### src/hdl/fcn_pkg.sv
// shared types and constants for the fragment chaining block
`default_nettype none
package fcn_pkg;

    localparam int CoordW = 32;
    localparam int ScoreW = 12;
    localparam int IdxW   = 6;
    localparam int ValW   = 32;

    typedef struct packed {
        logic [CoordW-1:0] first_start;
        logic [CoordW-1:0] first_end;
        logic [CoordW-1:0] second_start;
        logic [CoordW-1:0] second_end;
        logic [ScoreW-1:0] frag_score;
        logic              final_item;
    } frag_in_t;

    typedef struct packed {
        logic [IdxW-1:0]   fragment_index;
        logic [CoordW-1:0] out_first_start;
        logic [CoordW-1:0] out_first_end;
        logic [CoordW-1:0] out_second_start;
        logic [CoordW-1:0] out_second_end;
        logic [ScoreW-1:0] out_score;
        logic              chain_last;
    } frag_out_t;

    typedef enum logic [4:0] {
        ST_LOAD,
        ST_INIT_ORD,
        ST_SORT_I,
        ST_SORT_RD,
        ST_SORT_WAIT,
        ST_SORT_CMP,
        ST_SORT_PUT,
        ST_CH_I,
        ST_CH_RDI,
        ST_CH_SQ,
        ST_CH_J,
        ST_CH_RDJ,
        ST_CH_CMP,
        ST_CH_END,
        ST_TR_RD,
        ST_TR_STEP,
        ST_EM_RD,
        ST_EM_WAIT,
        ST_EM_FRAG,
        ST_EM_OUT
    } fcn_state_t;

    // command from controller to datapath
    typedef struct packed {
        fcn_state_t state;
        logic       enter;
        logic       take;
    } fcn_cmd_t;

    // status back to controller
    typedef struct packed {
        logic sort_move;
        logic ch_i_done;
        logic ch_j_done;
        logic sort_k_zero;
        logic sort_i_done;
        logic init_done;
        logic tr_done;
        logic em_done;
        logic have_frags;
    } fcn_stat_t;

endpackage
`default_nettype wire

### src/hdl/fcn_ctrl.sv
// controller state machine for the fragment chaining block
`default_nettype none
module fcn_ctrl
    import fcn_pkg::*;
(
    input  wire logic      clk,
    input  wire logic      rst_n,
    input  wire logic      in_fire,
    input  wire logic      in_final,
    input  wire logic      out_fire,
    input  wire fcn_stat_t stat,
    output fcn_cmd_t       cmd,
    output logic           in_ready,
    output logic           out_valid
);

    fcn_state_t state_reg, state_next;

    always_ff @(posedge clk or negedge rst_n)
    begin
        if (!rst_n)
            state_reg <= ST_LOAD;
        else
            state_reg <= state_next;
    end

    always_comb
    begin
        state_next = state_reg;
        in_ready   = 1'b0;
        out_valid  = 1'b0;
        case (state_reg)
            ST_LOAD:
            begin
                in_ready = 1'b1;
                if (in_fire && in_final)
                    state_next = ST_INIT_ORD;
            end
            ST_INIT_ORD:
            begin
                if (!stat.have_frags)
                    state_next = ST_LOAD;
                else if (stat.init_done)
                    state_next = ST_SORT_I;
            end
            ST_SORT_I:    state_next = stat.sort_i_done ? ST_CH_I : ST_SORT_RD;
            ST_SORT_RD:   state_next = stat.sort_k_zero ? ST_SORT_PUT : ST_SORT_WAIT;
            ST_SORT_WAIT: state_next = ST_SORT_CMP;
            ST_SORT_CMP:  state_next = stat.sort_move ? ST_SORT_RD : ST_SORT_PUT;
            ST_SORT_PUT:  state_next = ST_SORT_I;
            ST_CH_I:      state_next = stat.ch_i_done ? ST_TR_RD : ST_CH_RDI;
            ST_CH_RDI:    state_next = ST_CH_SQ;
            ST_CH_SQ:     state_next = ST_CH_J;
            ST_CH_J:      state_next = stat.ch_j_done ? ST_CH_END : ST_CH_RDJ;
            ST_CH_RDJ:    state_next = ST_CH_CMP;
            ST_CH_CMP:    state_next = ST_CH_J;
            ST_CH_END:    state_next = ST_CH_I;
            ST_TR_RD:     state_next = ST_TR_STEP;
            ST_TR_STEP:   state_next = stat.tr_done ? ST_EM_RD : ST_TR_RD;
            ST_EM_RD:     state_next = ST_EM_WAIT;
            ST_EM_WAIT:   state_next = ST_EM_FRAG;
            ST_EM_FRAG:   state_next = ST_EM_OUT;
            ST_EM_OUT:
            begin
                out_valid = 1'b1;
                if (out_fire)
                    state_next = stat.em_done ? ST_LOAD : ST_EM_RD;
            end
            default:      state_next = ST_LOAD;
        endcase
    end

    assign cmd.state = state_reg;
    assign cmd.enter = in_fire;
    assign cmd.take  = out_fire;

endmodule
`default_nettype wire

### config.mk
export PLATFORM = sky130hd
export DESIGN_NAME = fcn_ctrl
export DESIGN_NICKNAME = d
export VERILOG_FILES = /design/src/hdl/fcn_pkg.sv /design/src/hdl/fcn_ctrl.sv
export SDC_FILE = /design/constraint.sdc
export NUM_CORES = 1
export LEC_CHECK = 0
export BUFFER_PORTS_ARGS = -buffer_cell sky130_fd_sc_hd__buf_2
export CAP_MARGIN = 20
export CORE_AREA = 2 2 39 41
export CTS_CLUSTER_SIZE = 10
export DETAILED_ROUTE_END_ITERATION = 10
export DIE_AREA = 0 0 41 43
export GPL_ROUTABILITY_DRIVEN = 0
export PLACE_DENSITY = 0.69
export SLEW_MARGIN = 20
export SYNTH_ARGS = -nofsm -noshare
export SYNTH_HDL_FRONTEND = slang
export SYNTH_SLANG_ARGS = --single-unit
### constraint.sdc
create_clock -name clk -period 2.7 [get_ports clk]
set_input_delay 0 -clock clk [delete_from_list [all_inputs] [get_ports clk]]
set_output_delay 0 -clock clk [all_outputs]
set_load 0.01 [all_outputs]
======== Yosys cells after proc, flatten, opt, wreduce, memory -nomap -nowiden ========
Index checks and enable logic that the tools add are counted.
word-level totals
  flip-flop bits (word level) ............. 5
  bits of input ports ..................... 14
  output and inout bits ................... 9
  logic and storage cells ................. 41
operators by class
  equal/unequal tests ..................... 22
  muxes and demuxes ....................... 14
  reduce and logical (&&, ||, !) cells .... 4
operators by type and width
  kind                  number
  $pmux W5 S19          1
  $eq A5 B4 Y1 const B  8
  $mux W5               6
  $eq A5 B3 Y1 const B  4
  $eq A5 B5 Y1 const B  4
  $mux W3               4
  $eq A5 B2 Y1 const B  2
  $eq A5 B1 Y1 const B  1
  $logic_not A5 Y1      1
  $ne A2 B2 Y1 const B  2
  $ne A3 B3 Y1 const B  1
  $reduce_and A3 Y1     1
  $mux W1               2
  $mux W2               1
  $reduce_or A2 Y1      1
  $logic_and A1 B1 Y1   1

======== Logic depth before layout (Yosys ltp) ========
Gate-level depths: netlist (run 1).
  depth in word-level cells ............... 3
  depth in mapped cells ................... 7
  depth with buffers taken out ............ 5

======== Least setup slack after synthesis (run 1) ========
Ideal clock, no wire load.
  path type ............................... register to register
  from .................................... register state_reg[3]
  to ...................................... register state_reg[1]
  setup time .............................. 126 ps
  arrival ................................. 1,374 ps
  data required time ...................... 2,574 ps
  slack ................................... 1,200 ps
  stages on the path, launching flop included .. 7
  path buffers ............................ 1
  period minus slack after synthesis ...... 1,500 ps
  path through ............................ dfrtp_1 -> buf_6 -> nor2b_1 -> and4b_1 -> a31oi_1 -> a31oi_1 -> a311o_1
on the way
  cells in the longest elaborated chain, start to end .. 3
  elaborated cells between the ends (all ways) .. 26
  those cells by class .................... eq/ne: 22; mux: 1; reduce/logical: 3
ends and longest elaborated chain
  item                                                      RTL line        source
  from (decl)                                               fcn_ctrl.sv:17  fcn_state_t state_reg, state_next;
  from (signal assigned)                                    fcn_ctrl.sv:24  state_reg <= state_next;
  $eq A5 B4 Y1, or another cell as far along                fcn_ctrl.sv:32  case (state_reg)
  $reduce_or A2 Y1 (no line), or another cell as far along  n/a
  $pmux W5 S19 or $reduce_and A3 Y1 (tied branches)         n/a
Parallel ways exist; a longest one is shown, timed or not.
A chain may end at the register's enable or synchronous reset.

======== Worst setup path after layout (run 1) ========
  from .................................... register state_reg[0]
  to ...................................... register state_reg[1]
The elaborated chain is that of the path after synthesis.

==> metrics.txt, run 1 <==
Synth Area in Compound Gates 33.49%; Leakage 0.2972 nW; net count after synthesis 90; final WL 1345 um; final worst path period share 66.18%; max FFs per register 5; global-route wire length before repair 2125 um; count of different cell masters after synthesis 30; count of final hold-check violations 0; Die ar. 1763 um2; GR Overflow Total 0; commonest cells after routing, fill and taps aside 22 x buf_2, 10 x nand2_1, 9 x nor2_1; Startpoint Class register; final setup violation count 0; class of the worst hold path primary input to register; Port Buffers 22; Core Region 1384 um2; Synth Area in Adders 0%; First-pass DRT Iterations 4; multiplexer share of the synthesized area 0%; Final HPWL DP 974.6 um; worst-path fanout max 23; largest family of logic cells by synthesized area compound AO/OA/AOI/OAI gates; P&R area growth vs syn 20.47%; critical path class register to register; routed vias 626; Antenna Nets Post-Route 0; CTS tree done; antenna violations before repair 0; post_cts resized 0; Mapped Avg Cell Area 7.079 um2; setup ws final 0.9130 ns; Final Max Tran Viols 0; Post-CTS Setup Bufs 0; Initial Util 38.88%; Seq cells post-synth 5; critical path arrival 1.91 ns; Crit. End Element register; Post-Place Setup Slack 0.9520 ns; register area share after synthesis 23.26%; outcome finished, final reports clean; largest net degree at the start of global routing 24; relative slew slack 58.92%; Worst-path clk slew 0.05 ns; clk root buf clkbuf_4; Overall Global Routing Usage 17.66%; RSZ-0062 raised after global routing no; Tmin final 1.787 ns; Die Ht 43 um; Avg WL per Cell 12.23 um; clock sink count 5; fmax 0.5596 GHz; Mapped Cells 76; peak supply drop 0.0004628 V; share of cells above drive strength 1 30.85%; Clock Skews 0.002273 ns; fin nets 109; Ant. Diodes 0; synth warn 0; Std-Cell Rows 14; Clock Latency Late Sink 0.25 ns; CTS Buf Count 3; xor/xnor share of the synthesized area 1.628%; Pwr Density 1068 nW/um2; Via density 5.691; Die W 41 um; hold slack 0.08009 ns; vias in the first global route 501; Max H-tree Level 1; Tightest Pin Transition 0.6162 ns; WP data required 2.83 ns; 1st-iter DRT viols 13; Max clock buf depth 2; synthesized cell area 538.0 um2; Setup TNS Final 0 ns; cts hold-fix bufs 1; max_cap viols 0; most common cell after layout, fill and taps aside buf_2; Post-Synth Simple-Gate Area 28.84%; Ports 23; number of remaining DRC errors 0
==> metal layers <==
layer  part of all wire (%)  vias up  global-route usage (%)  wire [um]
li1                       -      312                       -          -
met4                      0        0                   8.000          0
met5                      0        -                       0          0
met3                    9.4        0                   4.712        127
met2                     47       36                   26.88        631
met1                     44      278                   22.22        586
==> per-stage QoR <==
stage	instances	power, mW	util, %	cell area (um2)
global route	110	0.7662	46.84	648.1
detailed placement	105	0.5977	44.12	610.6
global placement	105	0.5885	44.12	610.6
finish	110	0.6922	46.84	648.1
CTS	110	0.6917	46.84	648.1
floorplan	76	0.5279	-	538.0
==> final timing paths <==
check | endpoint | depth (start not counted) | start | slack (ns)
hold reg to reg | state_reg[2] | 1 | state_reg[4] | 0.71
min in group asynchronous | state_reg[2] | 2 | rst_n | 0.10
max in group asynchronous | state_reg[1] | 2 | rst_n | 2.46
setup / recovery | state_reg[1] | 5 | state_reg[0] | 0.91
setup reg to reg | state_reg[1] | 5 | state_reg[0] | 0.91
hold / removal | state_reg[4] | 3 | stat[1] | 0.08
==> cell type report <==
type                    count  area [um2]
flip-flops and latches      5       125.1
multi-input cells          59       344.1
clock buffers               3       22.52
clock inverters             1       5.005
repair buffers             23       120.1
well taps                  16       20.02
inverters                   3       11.26
fillers                   141       735.7
==> cells in the mapped netlist <==
cell,instances,area (um2)
a2111oi_0,1,8.760
a211oi_1,2,15.01
a21oi_1,4,20.02
a21oi_2,1,8.760
a311o_1,2,20.02
a311oi_1,1,8.760
a31o_1,1,8.760
a31oi_1,6,37.54
and2_1,1,6.260
and3b_1,1,8.760
and4b_1,1,10.01
buf_2,4,20.02
buf_4,3,22.52
buf_6,1,11.26
clkbuf_1,1,3.750
dfrtp_1,5,125.1
inv_1,3,11.26
nand2_1,10,37.54
nand3_1,1,5.000
nand4_1,1,6.260
nor2_1,9,33.78
nor2_2,1,6.260
nor2b_1,3,18.77
nor3_1,2,10.01
o21ai_0,3,15.01
o21ai_1,2,10.01
o22ai_1,2,12.51
o2bb2ai_2,1,15.01
or3_1,2,12.51
xor2_1,1,8.760
==> cell families after synthesis <==
kind of cell / Yosys count
simple gates: 32
compound gates: 26
xor+xnor: 1
flops: 5
buf+inv: 12
==> worst max-delay path, stage by stage (launching register included) <==
cell,delay [ns]
dfrtp_1,0.73
nand2_1,0.19
o21ai_1,0.20
o2bb2ai_2,0.16
a31oi_1,0.07
a311o_1,0.32
==> power breakdown <==
group	internal [mW]	switching, mW	total (mW)
clock	0.0538	0.0341	0.0878
combinational	0.174	0.187	0.361
sequential	0.106	0.137	0.243
total	0.335	0.358	0.692
Note: power is estimated with default switching activity, not from simulation.
==> run 2: changes to the inputs <==
CORE_AREA = not set   (was 2 2 39 41)
CORE_MARGIN = 2   (was not set)
CORE_UTILIZATION = 41   (was not set)
DIE_AREA = not set   (was 0 0 41 43)
PLACE_DENSITY = 0.73   (was 0.69)
clock period = 1.55 ns   (was 2.7 ns; I/O delays follow)
==> run 2 against run 1 <==
- total power grew 120%
- clock power grew 78%
- worst setup slack got worse by 0.85 ns
- final cell count is 12% higher
- critical path depth unchanged
==> metrics.txt, run 2 (same netlist as run 1, synthesis figures left out) <==
Worst-path clk slew 0.05 ns (about the same); CTS tree done (unchanged); Clock Skews 0.008739 ns (was 0.002273 ns); Crit. End Element register (unchanged); Pwr Total 1.505 mW (was 692.2 uW); class of the worst hold path primary input to register (unchanged); worst-path fanout max 8 (was 23); clock sink count 5 (unchanged); setup ws final 0.05987 ns (was 0.9130 ns); Max H-tree Level 1 (unchanged); Die Ht 40.23 um (was 43 um); most common cell after layout, fill and taps aside buf_2 (unchanged); Pwr Density 1995 nW/um2 (was 1068 nW/um2); Overall Global Routing Usage 22.62% (was 17.66%); Tightest Pin Transition 0.3706 ns (was 0.6162 ns); Avg WL per Cell 13.09 um (was 12.23 um); Die W 40.23 um (was 41 um); commonest cells after routing, fill and taps aside 22 x buf_2, 14 x buf_4, 10 x nand2_1 (was 22 x buf_2, 10 x nand2_1, 9 x nor2_1); Port Buffers 22 (unchanged); Final Max Tran Viols 0 (unchanged); Ports 23 (unchanged); R2R Setup Slk 0.06 ns (was 0.91 ns); post-route cell area 754.5 um2 (was 648.1 um2); GR Overflow Total 0 (unchanged); First-pass DRT Iterations 4 (unchanged); Tmin final 1.490 ns (was 1.787 ns); sequential cell area 127.6 um2 (was 125.1 um2); 1st-iter DRT viols 34 (was 13); Die ar. 1618 um2 (was 1763 um2); max_cap viols 0 (unchanged); Final HPWL DP 1181 um (was 974.6 um); peak supply drop 0.0009903 V (was 0.0004628 V); final worst path period share 96.14% (was 66.18%); Std-Cell Rows 13 (was 14); Max clock buf depth 2 (unchanged); antenna violations before repair 0 (unchanged); RSZ-0062 raised after global routing yes (was no); Final Util 59.47% (was 46.84%); Fillers 120 (was 141); largest net degree at the start of global routing 11 (was 24); Layout Cells excl Fill 123 (was 110); WP data required 1.68 ns (was 2.83 ns); P&R area growth vs syn 40.23% (was 20.47%); fmax 0.6711 GHz (was 0.5596 GHz); Initial Util 42.41% (was 38.88%); relative slew slack 75.23% (was 58.92%); Leakage 0.3608 nW (was 0.2972 nW); Via density 5.732 (was 5.691); final setup violation count 0 (unchanged); Ant. Diodes 0 (unchanged); share of cells above drive strength 1 40.74% (was 30.85%); CTS Buf Count 3 (unchanged); Multi-input gate area 345.3 um2 (was 344.1 um2); routed vias 705 (was 626); number of remaining DRC errors 0 (unchanged); vias in the first global route 566 (was 501); Antenna Nets Post-Route 0 (unchanged); critical path class register to register (unchanged); count of final hold-check violations 0 (unchanged); Core Region 1269 um2 (was 1384 um2); Startpoint Class register (unchanged); Post-Place Setup Slack -0.02614 ns (was 0.9520 ns); fin nets 123 (was 109); outcome finished, final reports clean (unchanged); Clock Latency Late Sink 0.24 ns (was 0.25 ns); final WL 1610 um (was 1345 um); placed cell area 706.9 um2 (was 610.6 um2); clk root buf clkbuf_4 (unchanged); max FFs per register 5 (unchanged); global-route wire length before repair 2511 um (was 2125 um); critical path arrival 1.62 ns (was 1.91 ns); cell count after placement 117 (was 105)
-- run 2: what timing repair did --
| item | in CTS | in global routing |
|---|---|---|
| gates resized for setup | 1 | 4 |
| endpoints found under the hold margin | 5 | 0 |
| setup endpoints to repair | 1 | 2 |
| buffers inserted | 0 | 1 |
| hold buffers | 1 | 0 |
-- run 2: path summary, 6_finish.rpt --
path                              start            to  cells past startpoint
max                        state_reg[4]  state_reg[1]                      5
min                             stat[1]  state_reg[4]                      3
max reg2reg                state_reg[4]  state_reg[1]                      5
min reg2reg                state_reg[2]  state_reg[4]                      2
max in group asynchronous         rst_n  state_reg[3]                      2
min in group asynchronous         rst_n  state_reg[1]                      2
-- run 2: critical path, cell delays in order (launching register included) --
cell     delay [ns]
dfrtp_1        0.49
nor2b_1        0.11
and4b_1        0.21
a31oi_1        0.16
a31oi_1        0.10
a311o_1        0.31
-- run 2: report_power, final --
part | total, mW | switching [mW] | internal (mW) | leakage, nW
clock | 0.156 | 0.0579 | 0.0977 | 0.0150
combinational | 1.05 | 0.539 | 0.508 | 0.285
sequential | 0.303 | 0.109 | 0.194 | 0.0604
total | 1.51 | 0.706 | 0.799 | 0.361
-- run 2: per-stage QoR --
| stage | hold WS, ns | TNS, ns |
|---|---|---|
| after floorplan | -0.2956 | 0 |
| after CTS | 0.08661 | 0 |
| after global routing | 0.1048 | -0.02753 |
| after global placement | -0.1780 | 0 |
| after detailed placement | -0.1710 | -0.02614 |
| final | 0.08032 | 0 |
-- run 2: final cells by class --
type                            instances  share of cell area [%]
Clock buffer                            4                   3.483
Inverter                                3                   1.493
Multi-Input combinational cell         59                   45.77
Sequential cell                         5                   16.92
Tap cell                               15                   2.488
Timing Repair Buffer                   37                   29.85
-- run 2: per-layer routing --
metal	track usage, %	part of all wire [%]	vias to the layer above
met3	1.667	8.3	4
met4	5.000	0.68	0
met5	0	0	-
met2	36.29	47	46
met1	32.78	44	317
li1	-	-	338
==> run 3: changes to the inputs <==
CORE_MARGIN = 8   (was 2)
SETUP_SLACK_MARGIN = 0.5   (was not set)
==> run 3 against run 2 <==
- sequential power rose by 12%
- clock skew barely moved
- critical path type unchanged
- global-route usage fell by 7.8 points
- cell area rose by 7.3%
- via count fell by 0.57%
- largest cell class unchanged
- maximum frequency rose by 1.8%
==> metrics.txt, run 3 (same netlist as run 1, synthesis figures left out) <==
Antenna Nets Post-Route 0 (unchanged); Max H-tree Level 1 (unchanged); Clock Skews 0.008568 ns (was 0.008739 ns); GR Overflow Total 0 (unchanged); count of final hold-check violations 0 (unchanged); Port Buffers 22 (unchanged); 1st-iter DRT viols 13 (was 34); Final HPWL DP 1286 um (was 1181 um); Pwr Total 1.640 mW (was 1.505 mW); max_cap viols 0 (unchanged); Initial Util 42.41% (unchanged); Leakage 0.3666 nW (was 0.3608 nW); Avg WL per Cell 14.98 um (was 13.09 um); outcome finished, final reports clean (unchanged); P&R area growth vs syn 50.47% (was 40.23%); R2R Setup Slk 0.09 ns (was 0.06 ns); Worst-path clk slew 0.05 ns (about the same); vias in the first global route 669 (was 566); Max clock buf depth 2 (unchanged); most common cell after layout, fill and taps aside buf_2 (unchanged); Clock Latency Late Sink 0.25 ns (was 0.24 ns); global-route wire length before repair 3008 um (was 2511 um); Die W 52.23 um (was 40.23 um); CTS tree done (unchanged); class of the worst hold path primary input to register (unchanged); Pwr Density 2026 nW/um2 (was 1995 nW/um2); Setup TNS Final 0 ns (unchanged); share of cells above drive strength 1 50.47% (was 40.74%); Ant. Diodes 0 (unchanged); Ports 23 (unchanged); Tightest Pin Transition 0.2882 ns (was 0.3706 ns); largest net degree at the start of global routing 13 (was 11); Startpoint Class register (unchanged); RSZ-0062 raised after global routing yes (unchanged); final WL 1827 um (was 1610 um); Tmin final 1.463 ns (was 1.490 ns); peak supply drop 0.0008036 V (was 0.0009903 V); routed vias 701 (was 705); Die Ht 52.23 um (was 40.23 um); clk root buf clkbuf_4 (unchanged); Overall Global Routing Usage 14.83% (was 22.62%); Via density 5.746 (was 5.732); critical path class register to register (unchanged); Final Max Tran Viols 0 (unchanged); final setup violation count 0 (unchanged); fin nets 122 (was 123); First-pass DRT Iterations 4 (unchanged); worst-path fanout max 8 (unchanged); fmax 0.6834 GHz (was 0.6711 GHz); commonest cells after routing, fill and taps aside 22 x buf_2, 10 x buf_4, 8 x nand2_1, 8 x nor2_1, 6 x a31oi_1 (was 22 x buf_2, 14 x buf_4, 10 x nand2_1); relative slew slack 80.75% (was 75.23%); critical path arrival 1.60 ns (was 1.62 ns); Die ar. 2727 um2 (was 1618 um2); Std-Cell Rows 13 (unchanged); number of remaining DRC errors 0 (unchanged); Core Region 1269 um2 (unchanged); antenna violations before repair 0 (unchanged); WP data required 1.68 ns (about the same); Crit. End Element register (unchanged); Fillers 115 (was 120); CTS Buf Count 3 (unchanged); max FFs per register 5 (unchanged); final worst path period share 94.41% (was 96.14%); clock sink count 5 (unchanged)
[run 3: cell types whose count changed in the layout (fill, tap and decap cells not counted), moves of 2 or more]
cell | previous run | this run
o21ai_0 | 3 | 1
a21oi_1 | 4 | 2
buf_4 | 14 | 10
nand2_2 | 0 | 2
dfrtp_1 | 3 | 0
buf_6 | 0 | 2
nand2_1 | 10 | 8
dfrtp_2 | 2 | 5
o21ai_1 | 2 | 4
a21oi_2 | 1 | 3
[run 3: layer usage]
layer / part of all wire [%] / wire length (um) / GRT usage (%) / up-vias
met4: 2.8 / 51 / 12.07 / 0
met1: 40 / 725 / 16.12 / 323
met2: 48 / 880 / 23.00 / 36
met5: 0 / 0 / 0 / -
li1: - / - / - / 337
met3: 9.3 / 169 / 4.830 / 5
[run 3: metrics by stage]
step	util, %	worst slack, ns	cells	cell area (um2)	hold WS (ns)
final	63.81	0.08666	122	809.5	0.09208
after global routing	63.81	0.003517	122	809.5	0.09761
after CTS	61.24	0.1359	122	777.0	0.09270
after detailed placement	54.83	0.06075	112	695.7	-0.1800
after global placement	54.83	0.06476	112	695.7	-0.1839
after floorplan	-	0.1155	76	555.5	-0.2956
[run 3: repair_timing]
action,CTS,global route
hold buffers,1,0
gates resized for setup,5,11
endpoints found under the hold margin,5,0
endpoints found under the setup margin,8,9
setup buffers,5,0
pin swaps,3,4
[run 3: layout make-up]
type                    instances  area, um2  share of cell area [%]
multi-input cells              59      384.1                   47.45
repair buffers                 36      237.7                   29.37
flip-flops and latches          5      131.4                   16.23
clock buffers                   4      26.28                   3.246
well taps                      15      18.77                   2.318
inverters                       3      11.26                   1.391
[run 3: worst max-delay path, cell delays in order (launching register included)]
cell and delay (ns):
dfrtp_2 0.47, nor2b_4 0.16, and4b_1 0.19, a31oi_1 0.15, a31oi_1 0.11, a311o_1 0.27
[run 3: worst paths after layout]
path	startpoint	cells past startpoint	end
worst min-delay path	stat[1]	3	state_reg[4]
min in group asynchronous	rst_n	2	state_reg[0]
max in group asynchronous	rst_n	2	state_reg[2]
worst max-delay path	state_reg[3]	5	state_reg[1]
worst min register to register	state_reg[4]	2	state_reg[3]
worst max register to register	state_reg[3]	5	state_reg[1]
[run 3: report_power, final]
group	internal, mW	switching [mW]
sequential	0.200	0.140
clock	0.0976	0.0586
combinational	0.577	0.567
total	0.875	0.765
